<file path="src/design/gcoc_pkg.sv">
`timescale 1ns / 1ps
`default_nettype none

package gcoc_pkg;

    localparam int ROWS_DEF = 8;
    localparam int COLS_DEF = 8;

    localparam int DIM_W   = 11;
    localparam int POS_W   = 16;
    localparam int RAD_W   = 15;
    localparam int CNT_W   = 16;
    localparam int IDX_W   = 3;
    localparam int PADDR_W = 4;
    localparam int PDATA_W = 32;

    // cell origin in whole pixels, up to 8 cells of 2047
    localparam int COORD_W = 15;
    // signed Q.4 bounds
    localparam int BND_W   = COORD_W + 5;

    localparam logic [DIM_W-1:0] CELL_SIZE_RST     = 11'd64;
    localparam logic [DIM_W-1:0] SCREEN_WIDTH_RST  = 11'd512;
    localparam logic [DIM_W-1:0] SCREEN_HEIGHT_RST = 11'd512;

    localparam logic [CNT_W-1:0] CNT_MAX = 16'hFFFF;

    localparam logic [1:0] REG_CELL_SIZE     = 2'd0;
    localparam logic [1:0] REG_SCREEN_WIDTH  = 2'd1;
    localparam logic [1:0] REG_SCREEN_HEIGHT = 2'd2;

endpackage

`default_nettype wire

</file>
<file path="src/design/gcoc_in_if.sv">
`timescale 1ns / 1ps
`default_nettype none

interface gcoc_in_if;
    logic                                valid;
    logic                                ready;
    logic signed [gcoc_pkg::POS_W-1:0]   pos_x;
    logic signed [gcoc_pkg::POS_W-1:0]   pos_y;
    logic        [gcoc_pkg::RAD_W-1:0]   radius;
    logic                                end_of_frame;

    modport source (output valid, pos_x, pos_y, radius, end_of_frame, input ready);
    modport sink   (input valid, pos_x, pos_y, radius, end_of_frame, output ready);
endinterface

`default_nettype wire

</file>
<file path="src/design/gcoc_out_if.sv">
`timescale 1ns / 1ps
`default_nettype none

interface gcoc_out_if;
    logic                          valid;
    logic                          ready;
    logic [gcoc_pkg::IDX_W-1:0]    cell_row;
    logic [gcoc_pkg::IDX_W-1:0]    cell_col;
    logic [gcoc_pkg::CNT_W-1:0]    occupancy;
    logic                          last_cell;

    modport source (output valid, cell_row, cell_col, occupancy, last_cell, input ready);
    modport sink   (input valid, cell_row, cell_col, occupancy, last_cell, output ready);
endinterface

`default_nettype wire

</file>
<file path="src/design/grid_cell_occupancy_count.sv">
`timescale 1ns / 1ps
`default_nettype none

// Uniform grid occupancy counter. Each particle (centre and radius, Q.4 pixels)
// is tested against the active cells one cell per cycle, in raster order, by a
// single bounds compare feeding a read-modify-write of the count store. There
// are at most ROWS*COLS active cells, and ready is low while a particle is in
// progress. A particle flagged end_of_frame is counted first, then every active
// cell is reported in raster order through S_RD_ADDR, S_RD_DATA and S_RD_HOLD;
// the store is then cleared by dropping its per-entry valid bits, so no clearing
// pass follows reset.
// Registers: 0x0 cell_size, 0x4 screen_width, 0x8 screen_height, 11 bits each;
// a cell size of zero acts as one.
module grid_cell_occupancy_count #(
    parameter int ROWS = gcoc_pkg::ROWS_DEF,
    parameter int COLS = gcoc_pkg::COLS_DEF
) (
    input  wire logic                           clk,
    input  wire logic                           rst_n,
    input  wire logic                           psel,
    input  wire logic                           penable,
    input  wire logic                           pwrite,
    input  wire logic [gcoc_pkg::PADDR_W-1:0]   paddr,
    input  wire logic [gcoc_pkg::PDATA_W-1:0]   pwdata,
    output logic      [gcoc_pkg::PDATA_W-1:0]   prdata,
    output logic                                pready,
    gcoc_in_if.sink                             particle,
    gcoc_out_if.source                          count
);

    localparam int DEPTH = ROWS * COLS;
    localparam int AW    = (DEPTH > 1) ? $clog2(DEPTH) : 1;
    localparam int RW    = (ROWS > 1) ? $clog2(ROWS) : 1;
    localparam int CW    = (COLS > 1) ? $clog2(COLS) : 1;
    localparam int DW    = gcoc_pkg::DIM_W;
    localparam int XW    = gcoc_pkg::COORD_W;
    localparam int BW    = gcoc_pkg::BND_W;
    localparam int NW    = gcoc_pkg::CNT_W;
    localparam int RDW   = gcoc_pkg::RAD_W;

    typedef enum logic [5:0] {
        S_IDLE    = 6'b000001,
        S_COUNT   = 6'b000010,
        S_DRAIN   = 6'b000100,
        S_RD_ADDR = 6'b001000,
        S_RD_DATA = 6'b010000,
        S_RD_HOLD = 6'b100000
    } state_t;

    // configuration
    logic [DW-1:0] cell_size_reg, screen_width_reg, screen_height_reg;
    logic          wr_en;
    logic [1:0]    reg_idx;

    assign pready  = 1'b1;
    assign reg_idx = paddr[3:2];
    assign wr_en   = psel && penable && pwrite && pready;

    always_ff @(posedge clk or negedge rst_n)
    begin
        if (!rst_n)
        begin
            cell_size_reg     <= gcoc_pkg::CELL_SIZE_RST;
            screen_width_reg  <= gcoc_pkg::SCREEN_WIDTH_RST;
            screen_height_reg <= gcoc_pkg::SCREEN_HEIGHT_RST;
        end
        else if (wr_en)
        begin
            case (reg_idx)
                gcoc_pkg::REG_CELL_SIZE:     cell_size_reg     <= pwdata[DW-1:0];
                gcoc_pkg::REG_SCREEN_WIDTH:  screen_width_reg  <= pwdata[DW-1:0];
                gcoc_pkg::REG_SCREEN_HEIGHT: screen_height_reg <= pwdata[DW-1:0];
                default: ;
            endcase
        end
    end

    always_comb
    begin
        case (reg_idx)
            gcoc_pkg::REG_CELL_SIZE:
                prdata = {{(gcoc_pkg::PDATA_W-DW){1'b0}}, cell_size_reg};
            gcoc_pkg::REG_SCREEN_WIDTH:
                prdata = {{(gcoc_pkg::PDATA_W-DW){1'b0}}, screen_width_reg};
            gcoc_pkg::REG_SCREEN_HEIGHT:
                prdata = {{(gcoc_pkg::PDATA_W-DW){1'b0}}, screen_height_reg};
            default:
                prdata = '0;
        endcase
    end

    // sequencer state
    state_t                 state_reg, state_next;
    logic [RW-1:0]          r_reg, r_next;
    logic [CW-1:0]          c_reg, c_next;
    logic [XW-1:0]          x0_reg, x0_next, y0_reg, y0_next;
    logic signed [BW-1:0]   xp_reg, xp_next, xm_reg, xm_next;
    logic signed [BW-1:0]   yp_reg, yp_next, ym_reg, ym_next;
    logic                   eof_reg, eof_next;
    logic                   hit_d_reg, hit_d_next;
    logic [AW-1:0]          k_d_reg;
    logic [DEPTH-1:0]       vld_reg, vld_next;

    logic                   out_valid_reg, out_valid_next;
    logic [gcoc_pkg::IDX_W-1:0] row_reg, row_next, col_reg, col_next;
    logic [NW-1:0]          occ_reg, occ_next;
    logic                   last_reg, last_next;

    // shared geometry and bounds unit
    logic [XW-1:0]          cs, w_ext, h_ext, x0_end, y0_end, x1, y1;
    logic signed [BW-1:0]   xlo, xhi, ylo, yhi;
    logic                   cell_active, c_last, r_last, hit;
    logic [AW-1:0]          k;
    logic [NW-1:0]          rdata, cur, inc;
    logic                   we;

    assign cs     = (cell_size_reg == '0) ? XW'(1) : XW'(cell_size_reg);
    assign w_ext  = XW'(screen_width_reg);
    assign h_ext  = XW'(screen_height_reg);
    assign x0_end = x0_reg + cs;
    assign y0_end = y0_reg + cs;
    assign x1     = (x0_end > w_ext) ? w_ext : x0_end;
    assign y1     = (y0_end > h_ext) ? h_ext : y0_end;
    assign xlo    = $signed({{(BW-XW-4){1'b0}}, x0_reg, 4'b0});
    assign xhi    = $signed({{(BW-XW-4){1'b0}}, x1, 4'b0});
    assign ylo    = $signed({{(BW-XW-4){1'b0}}, y0_reg, 4'b0});
    assign yhi    = $signed({{(BW-XW-4){1'b0}}, y1, 4'b0});

    assign cell_active = (x0_reg < w_ext) && (y0_reg < h_ext);
    assign c_last      = (c_reg == CW'(COLS - 1)) || (x0_end >= w_ext);
    assign r_last      = (r_reg == RW'(ROWS - 1)) || (y0_end >= h_ext);
    assign hit         = cell_active && (xp_reg > xlo) && (xm_reg < xhi)
                         && (yp_reg > ylo) && (ym_reg < yhi);
    assign k           = AW'(r_reg * COLS + c_reg);

    // count store
    assign we  = hit_d_reg;
    assign cur = vld_reg[k_d_reg] ? rdata : '0;
    assign inc = (cur == gcoc_pkg::CNT_MAX) ? cur : cur + NW'(1);

    gcoc_ram #(
        .WIDTH (NW),
        .DEPTH (DEPTH)
    ) u_counts (
        .clk   (clk),
        .we    (we),
        .waddr (k_d_reg),
        .wdata (inc),
        .raddr (k),
        .rdata (rdata)
    );

    assign particle.ready  = (state_reg == S_IDLE);
    assign count.valid     = out_valid_reg;
    assign count.cell_row  = row_reg;
    assign count.cell_col  = col_reg;
    assign count.occupancy = occ_reg;
    assign count.last_cell = last_reg;

    always_comb
    begin
        state_next     = state_reg;
        r_next         = r_reg;
        c_next         = c_reg;
        x0_next        = x0_reg;
        y0_next        = y0_reg;
        xp_next        = xp_reg;
        xm_next        = xm_reg;
        yp_next        = yp_reg;
        ym_next        = ym_reg;
        eof_next       = eof_reg;
        hit_d_next     = 1'b0;
        vld_next       = vld_reg;
        out_valid_next = out_valid_reg;
        row_next       = row_reg;
        col_next       = col_reg;
        occ_next       = occ_reg;
        last_next      = last_reg;

        if (we)
        begin
            vld_next[k_d_reg] = 1'b1;
        end

        case (state_reg)
            S_IDLE:
            begin
                if (particle.valid)
                begin
                    xp_next  = BW'(particle.pos_x) + $signed({{(BW-RDW){1'b0}}, particle.radius});
                    xm_next  = BW'(particle.pos_x) - $signed({{(BW-RDW){1'b0}}, particle.radius});
                    yp_next  = BW'(particle.pos_y) + $signed({{(BW-RDW){1'b0}}, particle.radius});
                    ym_next  = BW'(particle.pos_y) - $signed({{(BW-RDW){1'b0}}, particle.radius});
                    eof_next = particle.end_of_frame;
                    r_next   = '0;
                    c_next   = '0;
                    x0_next  = '0;
                    y0_next  = '0;
                    state_next = S_COUNT;
                end
            end
            S_COUNT:
            begin
                hit_d_next = hit;
                if (!cell_active || (c_last && r_last))
                begin
                    state_next = S_DRAIN;
                end
                else if (c_last)
                begin
                    c_next  = '0;
                    x0_next = '0;
                    r_next  = r_reg + RW'(1);
                    y0_next = y0_end;
                end
                else
                begin
                    c_next  = c_reg + CW'(1);
                    x0_next = x0_end;
                end
            end
            S_DRAIN:
            begin
                r_next  = '0;
                c_next  = '0;
                x0_next = '0;
                y0_next = '0;
                state_next = eof_reg ? S_RD_ADDR : S_IDLE;
            end
            S_RD_ADDR:
            begin
                if (!cell_active)
                begin
                    vld_next   = '0;
                    state_next = S_IDLE;
                end
                else
                begin
                    state_next = S_RD_DATA;
                end
            end
            S_RD_DATA:
            begin
                out_valid_next = 1'b1;
                row_next       = gcoc_pkg::IDX_W'(r_reg);
                col_next       = gcoc_pkg::IDX_W'(c_reg);
                occ_next       = cur;
                last_next      = c_last && r_last;
                state_next     = S_RD_HOLD;
            end
            S_RD_HOLD:
            begin
                if (count.ready)
                begin
                    out_valid_next = 1'b0;
                    if (last_reg)
                    begin
                        vld_next   = '0;
                        state_next = S_IDLE;
                    end
                    else
                    begin
                        if (c_last)
                        begin
                            c_next  = '0;
                            x0_next = '0;
                            r_next  = r_reg + RW'(1);
                            y0_next = y0_end;
                        end
                        else
                        begin
                            c_next  = c_reg + CW'(1);
                            x0_next = x0_end;
                        end
                        state_next = S_RD_ADDR;
                    end
                end
            end
            default:
            begin
                state_next = S_IDLE;
            end
        endcase
    end

    always_ff @(posedge clk or negedge rst_n)
    begin
        if (!rst_n)
        begin
            state_reg     <= S_IDLE;
            hit_d_reg     <= 1'b0;
            vld_reg       <= '0;
            out_valid_reg <= 1'b0;
            eof_reg       <= 1'b0;
            r_reg         <= '0;
            c_reg         <= '0;
            x0_reg        <= '0;
            y0_reg        <= '0;
        end
        else
        begin
            state_reg     <= state_next;
            hit_d_reg     <= hit_d_next;
            vld_reg       <= vld_next;
            out_valid_reg <= out_valid_next;
            eof_reg       <= eof_next;
            r_reg         <= r_next;
            c_reg         <= c_next;
            x0_reg        <= x0_next;
            y0_reg        <= y0_next;
        end
    end

    always_ff @(posedge clk)
    begin
        k_d_reg <= k;
        xp_reg  <= xp_next;
        xm_reg  <= xm_next;
        yp_reg  <= yp_next;
        ym_reg  <= ym_next;
        row_reg <= row_next;
        col_reg <= col_next;
        occ_reg <= occ_next;
        last_reg <= last_next;
    end

endmodule

`default_nettype wire

</file>
<file path="src/design/gcoc_ram.sv">
`timescale 1ns / 1ps
`default_nettype none

module gcoc_ram #(
    parameter int WIDTH = 16,
    parameter int DEPTH = 64,
    localparam int AW = (DEPTH > 1) ? $clog2(DEPTH) : 1
) (
    input  wire logic             clk,
    input  wire logic             we,
    input  wire logic [AW-1:0]    waddr,
    input  wire logic [WIDTH-1:0] wdata,
    input  wire logic [AW-1:0]    raddr,
    output logic      [WIDTH-1:0] rdata
);

    logic [WIDTH-1:0] mem [DEPTH];

    always_ff @(posedge clk)
    begin
        if (we)
        begin
            mem[waddr] <= wdata;
        end
        rdata <= mem[raddr];
    end

endmodule

`default_nettype wire

</file>
<file path="src/flat_wrapper.sv">
// flat-port wrapper written by rule: the top's interface ports become plain ports
module grid_cell_occupancy_count_flat 
#(
    parameter int ROWS = gcoc_pkg::ROWS_DEF,
    parameter int COLS = gcoc_pkg::COLS_DEF
)
  (clk, rst_n, psel, penable, pwrite, paddr, pwdata, prdata, pready, particle_valid, particle_pos_x, particle_pos_y, particle_radius, particle_end_of_frame, particle_ready, count_valid, count_cell_row, count_cell_col, count_occupancy, count_last_cell, count_ready);
  gcoc_in_if particle_i ();
  gcoc_out_if count_i ();
  input  wire logic clk;
  input  wire logic rst_n;
  input  wire logic psel;
  input  wire logic penable;
  input  wire logic pwrite;
  input  wire logic [gcoc_pkg::PADDR_W-1:0] paddr;
  input  wire logic [gcoc_pkg::PDATA_W-1:0] pwdata;
  output logic      [gcoc_pkg::PDATA_W-1:0] prdata;
  output logic pready;
  input wire logic [$bits(particle_i.valid)-1:0] particle_valid;
  input wire logic [$bits(particle_i.pos_x)-1:0] particle_pos_x;
  input wire logic [$bits(particle_i.pos_y)-1:0] particle_pos_y;
  input wire logic [$bits(particle_i.radius)-1:0] particle_radius;
  input wire logic [$bits(particle_i.end_of_frame)-1:0] particle_end_of_frame;
  output wire logic [$bits(particle_i.ready)-1:0] particle_ready;
  output wire logic [$bits(count_i.valid)-1:0] count_valid;
  output wire logic [$bits(count_i.cell_row)-1:0] count_cell_row;
  output wire logic [$bits(count_i.cell_col)-1:0] count_cell_col;
  output wire logic [$bits(count_i.occupancy)-1:0] count_occupancy;
  output wire logic [$bits(count_i.last_cell)-1:0] count_last_cell;
  input wire logic [$bits(count_i.ready)-1:0] count_ready;
  assign particle_i.valid = particle_valid;
  assign particle_i.pos_x = particle_pos_x;
  assign particle_i.pos_y = particle_pos_y;
  assign particle_i.radius = particle_radius;
  assign particle_i.end_of_frame = particle_end_of_frame;
  assign particle_ready = particle_i.ready;
  assign count_valid = count_i.valid;
  assign count_cell_row = count_i.cell_row;
  assign count_cell_col = count_i.cell_col;
  assign count_occupancy = count_i.occupancy;
  assign count_last_cell = count_i.last_cell;
  assign count_i.ready = count_ready;
  grid_cell_occupancy_count #(.ROWS(ROWS), .COLS(COLS)) u_core (.clk(clk), .rst_n(rst_n), .psel(psel), .penable(penable), .pwrite(pwrite), .paddr(paddr), .pwdata(pwdata), .prdata(prdata), .pready(pready), .particle(particle_i), .count(count_i));
endmodule
</file>
<file path="config.mk">
export PLATFORM = sky130hd
export DESIGN_NAME = grid_cell_occupancy_count_flat
export DESIGN_NICKNAME = d
export VERILOG_FILES = /design/src/design/gcoc_pkg.sv /design/src/design/gcoc_in_if.sv /design/src/design/gcoc_out_if.sv /design/src/design/grid_cell_occupancy_count.sv /design/src/design/gcoc_ram.sv /design/src/flat_wrapper.sv
export SDC_FILE = /design/constraint.sdc
export NUM_CORES = 1
export LEC_CHECK = 0
export BUFFER_PORTS_ARGS = -buffer_cell sky130_fd_sc_hd__buf_2
export CAP_MARGIN = 15
export CORE_MARGIN = 2
export CORE_UTILIZATION = 65
export CTS_CLUSTER_DIAMETER = 200
export DETAILED_ROUTE_END_ITERATION = 6
export PLACE_DENSITY_LB_ADDON = 0.12
export SLEW_MARGIN = 40
export SYNTH_ARGS = -nofsm -noshare
export SYNTH_HDL_FRONTEND = slang
export SYNTH_SLANG_ARGS = --single-unit
</file>
<file path="constraint.sdc">
create_clock -name clk -period 9.6 [get_ports clk]
set_input_delay 0.48 -clock clk [delete_from_list [all_inputs] [get_ports clk]]
set_output_delay 0.48 -clock clk [all_outputs]
set_load 0.01 [all_outputs]
</file>
# --- Word level (Yosys, flattened, before mapping) ---
# Memories as Yosys holds them, arrays and structs flattened. A register that Yosys moved wholly into a read port is not among the register bits.
# Index checks and enable logic that the tools add are counted.
totals:
  register_bits: 251
  ramBits: 1024
  input_bits: 91
  word_cells: 134
  mem_count: 1
memory_table:
  columns: ["memory", "depth", "word_bits", "read_ports", "rd_ports_with_merged_regs", "wr", "line_no", "source"]
  rows:
  - ["u_core.u_counts.mem", 64, 16, 1, 1, 1, "gcoc_ram.sv:17", "logic [WIDTH-1:0] mem [DEPTH];"]
op_classes:
  n_addsub: 10
  order_cmp: 12
  n_eq_ne: 16
  muxes: 49
  bitwise_logic: 1
  n_reduce_logical: 24
op_table:
  columns: ["operator", "n"]
  rows:
  - ["$mux W64", 4]
  - ["$mux W15", 11]
  - ["$pmux W64 S2", 1]
  - ["$pmux W15 S4", 2]
  - ["$or A64 B64 Y64", 1]
  - ["$gt A20 B20 Y1", 2]
  - ["$lt A20 B20 Y1", 2]
  - ["$pmux W6 S6", 1]
  - ["$add A16 B16 Y17", 2]
  - ["$sub A16 B16 Y17", 2]
  - ["$pmux W11 S3", 1]
  - ["$mux W16", 2]
  - ["$add A15 B15 Y15", 2]
  - ["$ge A15 B11 Y1", 2]
  - ["$gt A15 B11 Y1", 2]
  - ["$lt A15 B11 Y1", 2]
  - ["$mux W3", 9]
  - ["$pmux W3 S4", 2]
  - ["$mux W6", 3]
  - ["$add A16 B1 Y16 const B", 1]
  - ["$eq A16 B16 Y1 const B", 1]
  - ["$logic_not A11 Y1", 1]
  - ["$mux W11", 1]
  - ["$reduce_and A2 Y1", 5]
  - ["29 further kinds", 50]

# --- Depth between registers and ports, before layout ---
# Gate-level depths: netlist of the first run.
depth:
  word_depth: 10
  ltp_mapped: 31
  ltp_nobuf: 29

# --- Cells and area by module ---
# From an unflattened synthesis of the first run, not the netlist that was laid out.
unflattened:
  cells_unflattened: 3513
  area_unflattened_um2: 55731.0
by_module_without_submodules:
  columns: ["module", "n_inst", "cells_per_inst", "area_per_inst_um2", "seq_area_each_um2"]
  rows:
  - ["gcoc_ram", 1, 1829, 40042.2, 31069.8]
  - ["grid_cell_occupancy_count", 1, 1684, 15688.8, 6170.9]

# --- Least setup slack after synthesis of the first run ---
# Ideal clock, no wire load.
synth_timing:
  path_type: "flip-flop to flip-flop"
  startpoint: "register u_core.k_d_reg[0]"
  endpoint: "memory u_core.u_counts.mem[0][9] (data pin)"
  setup_ns: 0.567
  t_arrival_ns: 5.360
  required_time_ns: 9.033
  setup_slack_ns: 3.673
  stages_incl_launch_ff: 18
  period_less_slack_ns: 5.927
  cell_sequence: "dfxtp_1 clkbuf_1 mux2_2 a22oi_1 o221ai_1 o2bb2ai_1 and4bb_2 buf_1 nor2b_1 ha_1 and3_1 and3_1 nand3_1 nand4_1 nor3b_1 nor2b_1 nand3_1 xnor2_1"
synth_between:
  elab_chain_len: 5
  word_cells_on_any_way: 6
synth_rtl:
  columns: ["item", "line_no", "source"]
  rows:
  - ["start: declaration", "grid_cell_occupancy_count.sv:101", "logic [AW-1:0] k_d_reg;"]
  - ["start signal: assignment", "grid_cell_occupancy_count.sv:316", "k_d_reg <= k;"]
  - ["$bmux W1 S6 *", "grid_cell_occupancy_count.sv:138", "assign cur = vld_reg[k_d_reg] ? rdata : '0;"]
  - ["$mux W1 (implied by the code) *", "grid_cell_occupancy_count.sv:138", null]
  - ["$mux W16 *", "grid_cell_occupancy_count.sv:138", null]
  - ["named net u_core.cur[1]", "grid_cell_occupancy_count.sv:114", "logic [NW-1:0] rdata, cur, inc;"]
  - ["$add A16 B1 Y16 or $eq A16 B16 Y1 (tied branches)", "grid_cell_occupancy_count.sv:139", "assign inc = (cur == gcoc_pkg::CNT_MAX) ? cur : cur + NW'(1);"]
  - ["$mux W16 *", "grid_cell_occupancy_count.sv:139", null]
  - ["named net u_core.inc[9]", "grid_cell_occupancy_count.sv:114", null]
  - ["end: declaration", "gcoc_ram.sv:17", null]
# Mark *: on every way through the listed nets, which the timed path passes. The rest lies on a longest branch. The select of a mux whose other input is x is not followed.

# --- Worst setup path after layout of the first run ---
layout_timing:
  startpoint: "register u_core.cell_size_reg[1]"
  endpoint: "register u_core.hit_d_reg"
layout_between:
  elab_chain_len: 10
  word_cells_on_any_way: 14
layout_rtl:
  columns: ["item", "line_no", "source"]
  rows:
  - ["start: declaration", "grid_cell_occupancy_count.sv:51", "logic [DW-1:0] cell_size_reg, screen_width_reg, screen_height_reg;"]
  - ["start signal: assignment", "grid_cell_occupancy_count.sv:63", "cell_size_reg <= gcoc_pkg::CELL_SIZE_RST;"]
  - ["start signal: assignment", "grid_cell_occupancy_count.sv:70", "gcoc_pkg::REG_CELL_SIZE: cell_size_reg <= pwdata[DW-1:0];"]
  - ["$logic_not A11 Y1", "grid_cell_occupancy_count.sv:117", "assign cs = (cell_size_reg == '0) ? XW'(1) : XW'(cell_size_reg);"]
  - ["$mux W11 *", "grid_cell_occupancy_count.sv:117", null]
  - ["$add A15 B15 Y15", "grid_cell_occupancy_count.sv:120", "assign x0_end = x0_reg + cs;"]
  - ["$gt A15 B11 Y1", "grid_cell_occupancy_count.sv:122", "assign x1 = (x0_end > w_ext) ? w_ext : x0_end;"]
  - ["$mux W15", "grid_cell_occupancy_count.sv:122", null]
  - ["$lt A20 B20 Y1", "grid_cell_occupancy_count.sv:132", "assign hit = cell_active && (xp_reg > xlo) && (xm_reg < xhi)"]
  - ["$logic_and A1 B1 Y1", "grid_cell_occupancy_count.sv:132", null]
  - ["$logic_and A1 B1 Y1", "grid_cell_occupancy_count.sv:133", "&& (yp_reg > ylo) && (ym_reg < yhi);"]
  - ["$logic_and A1 B1 Y1 *", "grid_cell_occupancy_count.sv:133", null]
  - ["$mux W1 *", "grid_cell_occupancy_count.sv:185", "case (state_reg)"]
  - ["named net u_core.hit_d_next", "grid_cell_occupancy_count.sv:100", "logic hit_d_reg, hit_d_next;"]
  - ["end signal: assignment", "grid_cell_occupancy_count.sv:303", "hit_d_reg <= hit_d_next;"]
  - ["end: declaration", "grid_cell_occupancy_count.sv:100", null]
# Mark *: on every way through the listed nets, which the timed path passes. The rest lies on a longest branch.
# A chain may end at the register's enable or synchronous reset.

==> results of run 1 <==
-- worst max-delay path, delay by kind of cell (launching register included) --
kind | cells | cell delay (ns)
compound gates | 12 | 2.81
xor+xnor | 1 | 0.28
fa+ha+maj | 4 | 0.97
buf+inv | 1 | 0.30
flops | 1 | 0.58
simple gates | 10 | 1.64
-- through the flow --
step,util (%),area [um^2],hold slack [ns]
2_1_floorplan,-,54700,0.184
3_3_place_gp,68.1,56800,0.457
3_5_place_dp,68.3,57000,0.477
4_1_cts,73.0,60900,0.00579
5_1_grt,73.1,61000,0.0253
6_report,73.1,61000,0.0565
-- cells in the mapped netlist, drive strengths merged (5+ instances only) --
master and count:
edfxtp 1107, mux4 341, ha 177, nor2 177
dfrtp 138, inv 113, clkbuf 85, nand2 80
a21oi 78, o21a 78, o21ai 71, buf 67
xnor2 54, nor2b 42, mux2 36, nand3 36
mux2i 33, nor3 29, a22o 28, xor2 25
a21o 24, dfxtp 22, nand4 20, nand2b 13
o21bai 13, nor4 12, and2 10, o211ai 10
a211oi 9, and3 9, nand3b 9, a31oi 7
a221oi 6, nor3b 6, o31ai 6, or3 6
or2 5
-- cell families after synthesis --
kind of cell    Yosys count  share of synthesized area (%)
flops                  1271                           68.2
simple gates            467                           4.24
mux                     410                           15.4
compound gates          374                           4.69
buf+inv                 265                           2.01
fa+ha+maj               181                           4.17
xor+xnor                 79                           1.27
other cells               2                         0.0138
-- final cells by class --
cell class	count	area, um^2
fill	4838	22400
antenna	3	7.51
clock inverter	73	658
sequential	1271	37300
multi-input combinational	1535	16600
timing repair buffer	213	1510
inverter	113	427
clock buffer	154	3210
tap	1080	1350
-- worst paths after layout --
check | startpoint | to | slack, ns | cells past startpoint
min in group asynchronous | rst_n | u_core.x0_reg[11] | 0.32 | 2
setup reg to reg | u_core.cell_size_reg[1] | u_core.hit_d_reg | 2.94 | 28
hold / removal | pwdata[0] | u_core.screen_height_reg[0] | 0.06 | 2
setup / recovery | u_core.cell_size_reg[1] | u_core.hit_d_reg | 2.94 | 28
max in group asynchronous | rst_n | u_core.vld_reg[28] | 8.05 | 3
hold reg to reg | u_core.count.valid | u_core.count.valid | 0.49 | 1
-- power groups by stage --
stage	logic (mW)	clock network [mW]	registers (mW)
5_1_grt	4.23	4.92	7.00
6_report	3.93	4.67	6.98
2_1_floorplan	2.72	0	6.93
4_1_cts	3.91	4.72	6.97
3_3_place_gp	3.72	0	7.08
3_5_place_dp	3.87	0	7.09
-- what timing repair did --
item / CTS / global route
gates resized for setup: 0 / 0
endpoints found under the hold margin: 65 / 0
hold buffers: 8 / 0
-- layer usage --
metal / global-route usage, % / vias up / wire, um
li1: - / 12500 / -
met1: 43.9 / 15500 / 51500
met2: 52.1 / 1519 / 67000
met3: 6.58 / 273 / 11800
met4: 11.1 / 12 / 4660
met5: 0 / - / 67
==> qor.csv, run 1 <==
metric;value;unit
Synth Cell Area;54600;um^2
Max Cap Violations;0;
PnR worst setup slack;2.94;ns
CTS tree;done;
post-synthesis area per instance;17.9;um^2
area of the die;86300;um^2
post-route ant nets;0;
Max rail drop VDD;0.208;mV
drt via density;6.71;
PwrDens;255;nW/um^2
grt ovf;0;
Num CTS Buffers;121;
pre-CTS setup slack;3.09;ns
fmax;150;MHz
Post-Synthesis Cells;3049;
Starting Density;65.5;%
post-synthesis cell type count;87;
residual DRC count;0;
Critical Path Fanout Max;15;
warnings from Yosys;0;
area leader, netlist;edfxtp_1;
Leak;21.1;nW
Seq/Total Area, Yosys;68.2;%
layout cells sized above 1;24.2;%
sequential share of power;44.8;%
nets;3525;
Slew headroom;42.2;%
arrival time at the worst endpoint;7.27;ns
most common cell after layout, fill and taps aside;edfxtp_1;
Clk Tree Root Cell;clkbuf_16;
Post-synth EDFFs;1107;
Max Slew Vio Count;0;
Post-CTS Setup Repair Bufs;0;
TritonRoute pass-1 iters;5;
initial DRC count;3168;
Worst EP required;10.21;ns
die span in y;294;um
critical path class;reg2reg;
Synth area leaders;edfxtp_1 61%, mux4_2 14%, dfrtp_1 6.3%, ha_1 4.1%, nor2_1 1.2%;
Pwr Total;15.6;mW
WL final;135;mm
Layout Cells excl Fill;4442;
Final Hold Viols;0;
Worst Clk Skew;0.0385;ns
worst skew pair latency;0.71;ns
Pint;10.9;mW
max FFs per register;1024;
slowest CP cell;dfrtp_1;
fin crit period;6.66;ns
Clock Power Share;30.0;%
GPL Wtd Cong;0.932;
top cell type's share of synthesized area;60.9;%
status;complete, no violations;
RSZ-0062 raised after global routing;false;
crit end category;register;
Routed wire per std cell;30.4;um
PortBufs;103;
critical path's largest stage delay;0.58;ns
post-DP HPWL;80.2;mm
final period utilization;69.4;%
first-pass GRT wire length;199;mm
clk slew on worst S/H paths;0.06;ns
Placed Cells;4199;
most frequent cells in the layout;1107 x edfxtp_1, 341 x mux4_2, 177 x ha_1;
antenna violations before repair;8;
Net Switching;4.65;mW
Ports;149;
Sink Count;1271;
Core Box Area;83400;um^2
Setup-failing EPs final;0;
Total GRT Usage;32.0;%
Async SR Flop Fraction;11.2;%
Min-Delay Path Class;in2reg;
switching share of power;29.9;%
H-tree levels;3;
#FFs+latches synth;1271;
startpoint types;register;
Comb power frac;25.2;%
Tightest Pin Transition;0.865;ns
die span in x;294;um
FP Rows;106;
TNS Setup;0;ns
area growth from synthesis to layout;11.7;%
largest net degree at the start of global routing;87;
vias in the first global route;30400;
ys flop type;edfxtp_1;
vias post-DR;29800;
clk buf depth;3;
Note: power is estimated with default switching activity, not from simulation.
==> run 2: changes to the inputs <==
--- a/config.mk
+++ b/config.mk
@@ -8,7 +8,7 @@
 export BUFFER_PORTS_ARGS = -buffer_cell sky130_fd_sc_hd__buf_2
 export CAP_MARGIN = 15
 export CORE_MARGIN = 2
-export CORE_UTILIZATION = 65
+export CORE_UTILIZATION = 56
 export CTS_CLUSTER_DIAMETER = 200
 export DETAILED_ROUTE_END_ITERATION = 6
 export PLACE_DENSITY_LB_ADDON = 0.12
==> constraint.sdc (replaced) <==
create_clock -name clk -period 5.9 [get_ports clk]
set_input_delay 0.295 -clock clk [delete_from_list [all_inputs] [get_ports clk]]
set_output_delay 0.295 -clock clk [all_outputs]
set_load 0.01 [all_outputs]
==> run 2 against run 1 <==
Worst hold slack worse by 0.0080 ns. Combinational power is 67% higher. Fmax increased by 20%. First-iteration DRC count decreased by 5.8%. Critical path depth decreased by 2. Critical endpoint unchanged. Global-route usage down 4.7 points. Sequential share of layout area decreased by 1.0 points. Register-to-register slack worse by 2.6 ns. Flip-flop and latch count unchanged. Total power increased by 68%. Largest cell class unchanged. Non-clock buffer count increased by 44.
==> qor.csv, run 2 (synthesized netlist as in run 1, its figures left out) <==
metric;value;unit;change
PwrDens;421;nW/um^2;was 255 nW/um^2
slowest CP cell;dfstp_2;;was dfrtp_1
Setup-failing EPs final;0;;unchanged
Max Cap Violations;0;;unchanged
most common cell after layout, fill and taps aside;edfxtp_1;;unchanged
Routed wire per std cell;28.3;um;was 30.4 um
max FFs per register;1024;;unchanged
layer with the highest usage;met2;;unchanged
initial DRC count;2984;;was 3168
Worst Hold Path EP;u_core.yp_reg[0];;was u_core.screen_height_reg[0]
Area after DPL;57400;um^2;was 57000 um^2
Final Hold Viols;0;;unchanged
TNS Setup;0;ns;unchanged
CTS tree;done;;unchanged
GPL Wtd Cong;0.940;;was 0.932
startpoint types;register;;unchanged
first-pass GRT wire length;197;mm;was 199 mm
Starting Density;56.5;%;was 65.5%
Cells on Worst Hold Path;4;;was 2
die span in y;316;um;was 294 um
grt met1 use;39.2;%;was 43.9%
final period utilization;94.1;%;was 69.4%
CP bufs+invs;2;;was 1
crit end category;register;;unchanged
post-route ant nets;0;;unchanged
antenna violations before repair;7;;was 8
largest net degree at the start of global routing;94;;was 87
die span in x;316;um;was 294 um
critical path's largest stage delay;0.55;ns;was 0.58 ns
layout cells sized above 1;25.5;%;was 24.2%
H-tree levels;4;;was 3
PortBufs;103;;unchanged
Sink Count;1271;;unchanged
setup slack, reg-to-reg;0.35;ns;was 2.94 ns
Num CTS Buffers;131;;was 121
met2 GRT Util;44.4;%;was 52.1%
Max rail drop VDD;0.338;mV;was 0.208 mV
Max Slew Vio Count;0;;unchanged
WL final;133;mm;was 135 mm
Placed Cells;4427;;was 4199
hold path start;particle_pos_y[0];;was pwdata[0]
FP Rows;114;;was 106
clk buf depth;3;;unchanged
RSZ-0062 raised after global routing;false;;unchanged
arrival time at the worst endpoint;6.22;ns;was 7.27 ns
Worst EP required;6.57;ns;was 10.21 ns
most frequent cells in the layout;1107 x edfxtp_1, 341 x mux4_2, 177 x ha_1;;unchanged
Critical Path Fanout Max;13;;was 15
critical path class;reg2reg;;unchanged
nets;3579;;was 3525
area growth from synthesis to layout;13.6;%;was 11.7%
Core Box Area;96700;um^2;was 83400 um^2
drt via density;6.27;;was 6.71
Util after Layout;64.1;%;was 73.1%
area of the die;100000;um^2;was 86300 um^2
CP startpoint;u_core.cell_size_reg[6];;was u_core.cell_size_reg[1]
grt ovf;0;;unchanged
Worst Clk Skew;0.0334;ns;was 0.0385 ns
fmax;180;MHz;was 150 MHz
fin area;62000;um^2;was 61000 um^2
Leak;21.6;nW;was 21.1 nW
global routing usage on met3;4.06;%;was 6.58%
reg-to-reg critical path startpoint;u_core.cell_size_reg[6];;was u_core.cell_size_reg[1]
Total GRT Usage;27.3;%;was 32.0%
vias post-DR;29400;;was 29.8k
R2R Path End;u_core.hit_d_reg;;unchanged
Layout Cells excl Fill;4685;;was 4442
Clk Tree Root Cell;clkbuf_16;;unchanged
Min-Delay Path Class;in2reg;;unchanged
status;complete, no violations;;unchanged
Ports;149;;unchanged
Slew headroom;48.9;%;was 42.2%
clk slew on worst S/H paths;0.06;ns;about the same
R2R cell count;26;;was 28
fin crit period;5.55;ns;was 6.66 ns
CP dominant cell by count;nor2_1;;
TritonRoute pass-1 iters;5;;unchanged
vias in the first global route;30200;;was 30.4k
post-DP HPWL;83.8;mm;was 80.2 mm
residual DRC count;0;;unchanged
gate family responsible for the most delay along the worst path;compound AO/OA/AOI/OAI gates;;unchanged
Tightest Pin Transition;0.766;ns;was 0.865 ns
worst skew pair latency;0.75;ns;was 0.71 ns
## run 2: changes by cell type in the layout (fill, tap and decap cells not counted), sizes merged
cell / previous run / this run
clkinvlp: 7 / 3
buf: 205 / 238
bufinv: 10 / 13
diode: 3 / 2
dlygate4sd3: 8 / 18
inv: 118 / 120
clkinv: 51 / 39
clkbuf: 154 / 170
## run 2: per-layer routing
metal / vias to the layer above / part of all wire, %
li1: 12600 / -
met1: 15400 / 42
met2: 1187 / 49
met3: 204 / 6.7
met4: 0 / 2.2
met5: - / 0
## run 2: timing repair
action	CTS	global route
hold buffers	18	0
buffers inserted	0	5
setup endpoints to repair	0	1
endpoints found under the hold margin	107	0
gates resized for setup	0	17
## run 2: worst max path at each step
stage                                  to  slack, ns  cells past startpoint
2_1_floorplan  u_core.u_counts.mem[0][15]       0.04                     17
3_3_place_gp             u_core.hit_d_reg       0.17                     28
3_5_place_dp             u_core.hit_d_reg       0.09                     28
4_1_cts                  u_core.hit_d_reg       0.05                     28
5_1_grt                  u_core.hit_d_reg       0.01                     28
6_report                 u_core.hit_d_reg       0.35                     26
## run 2: final cells by class
class / instances / area, um^2
Inverter: 113 / 424
Sequential cell: 1271 / 37300
Clock inverter: 62 / 699
Multi-Input combinational cell: 1535 / 16700
Timing Repair Buffer: 257 / 1840
Fill cell: 6680 / 34700
Clock buffer: 169 / 3550
Antenna cell: 2 / 5.00
Tap cell: 1276 / 1600
## run 2: report_power, final
group | switching (mW) | internal [mW] | total [mW]
clock network | 3.36 | 4.82 | 8.19
logic | 3.84 | 2.74 | 6.58
registers | 0.428 | 10.9 | 11.3
## run 2: per-stage QoR
stage | hold slack (ns) | power, mW | worst slack (ns)
2_1_floorplan | -0.000591 | 15.7 | 0.0395
3_3_place_gp | 0.315 | 17.8 | 0.167
3_5_place_dp | 0.324 | 18.0 | 0.0891
4_1_cts | 0.0110 | 26.2 | 0.0540
5_1_grt | 0.0455 | 27.2 | 0.0124
6_report | 0.0486 | 26.1 | 0.350
## run 2: tightest hold or removal path, stage by stage
cell and delay, ns:
buf_2 0.10, inv_1 0.04, ha_1 0.12, inv_1 0.04
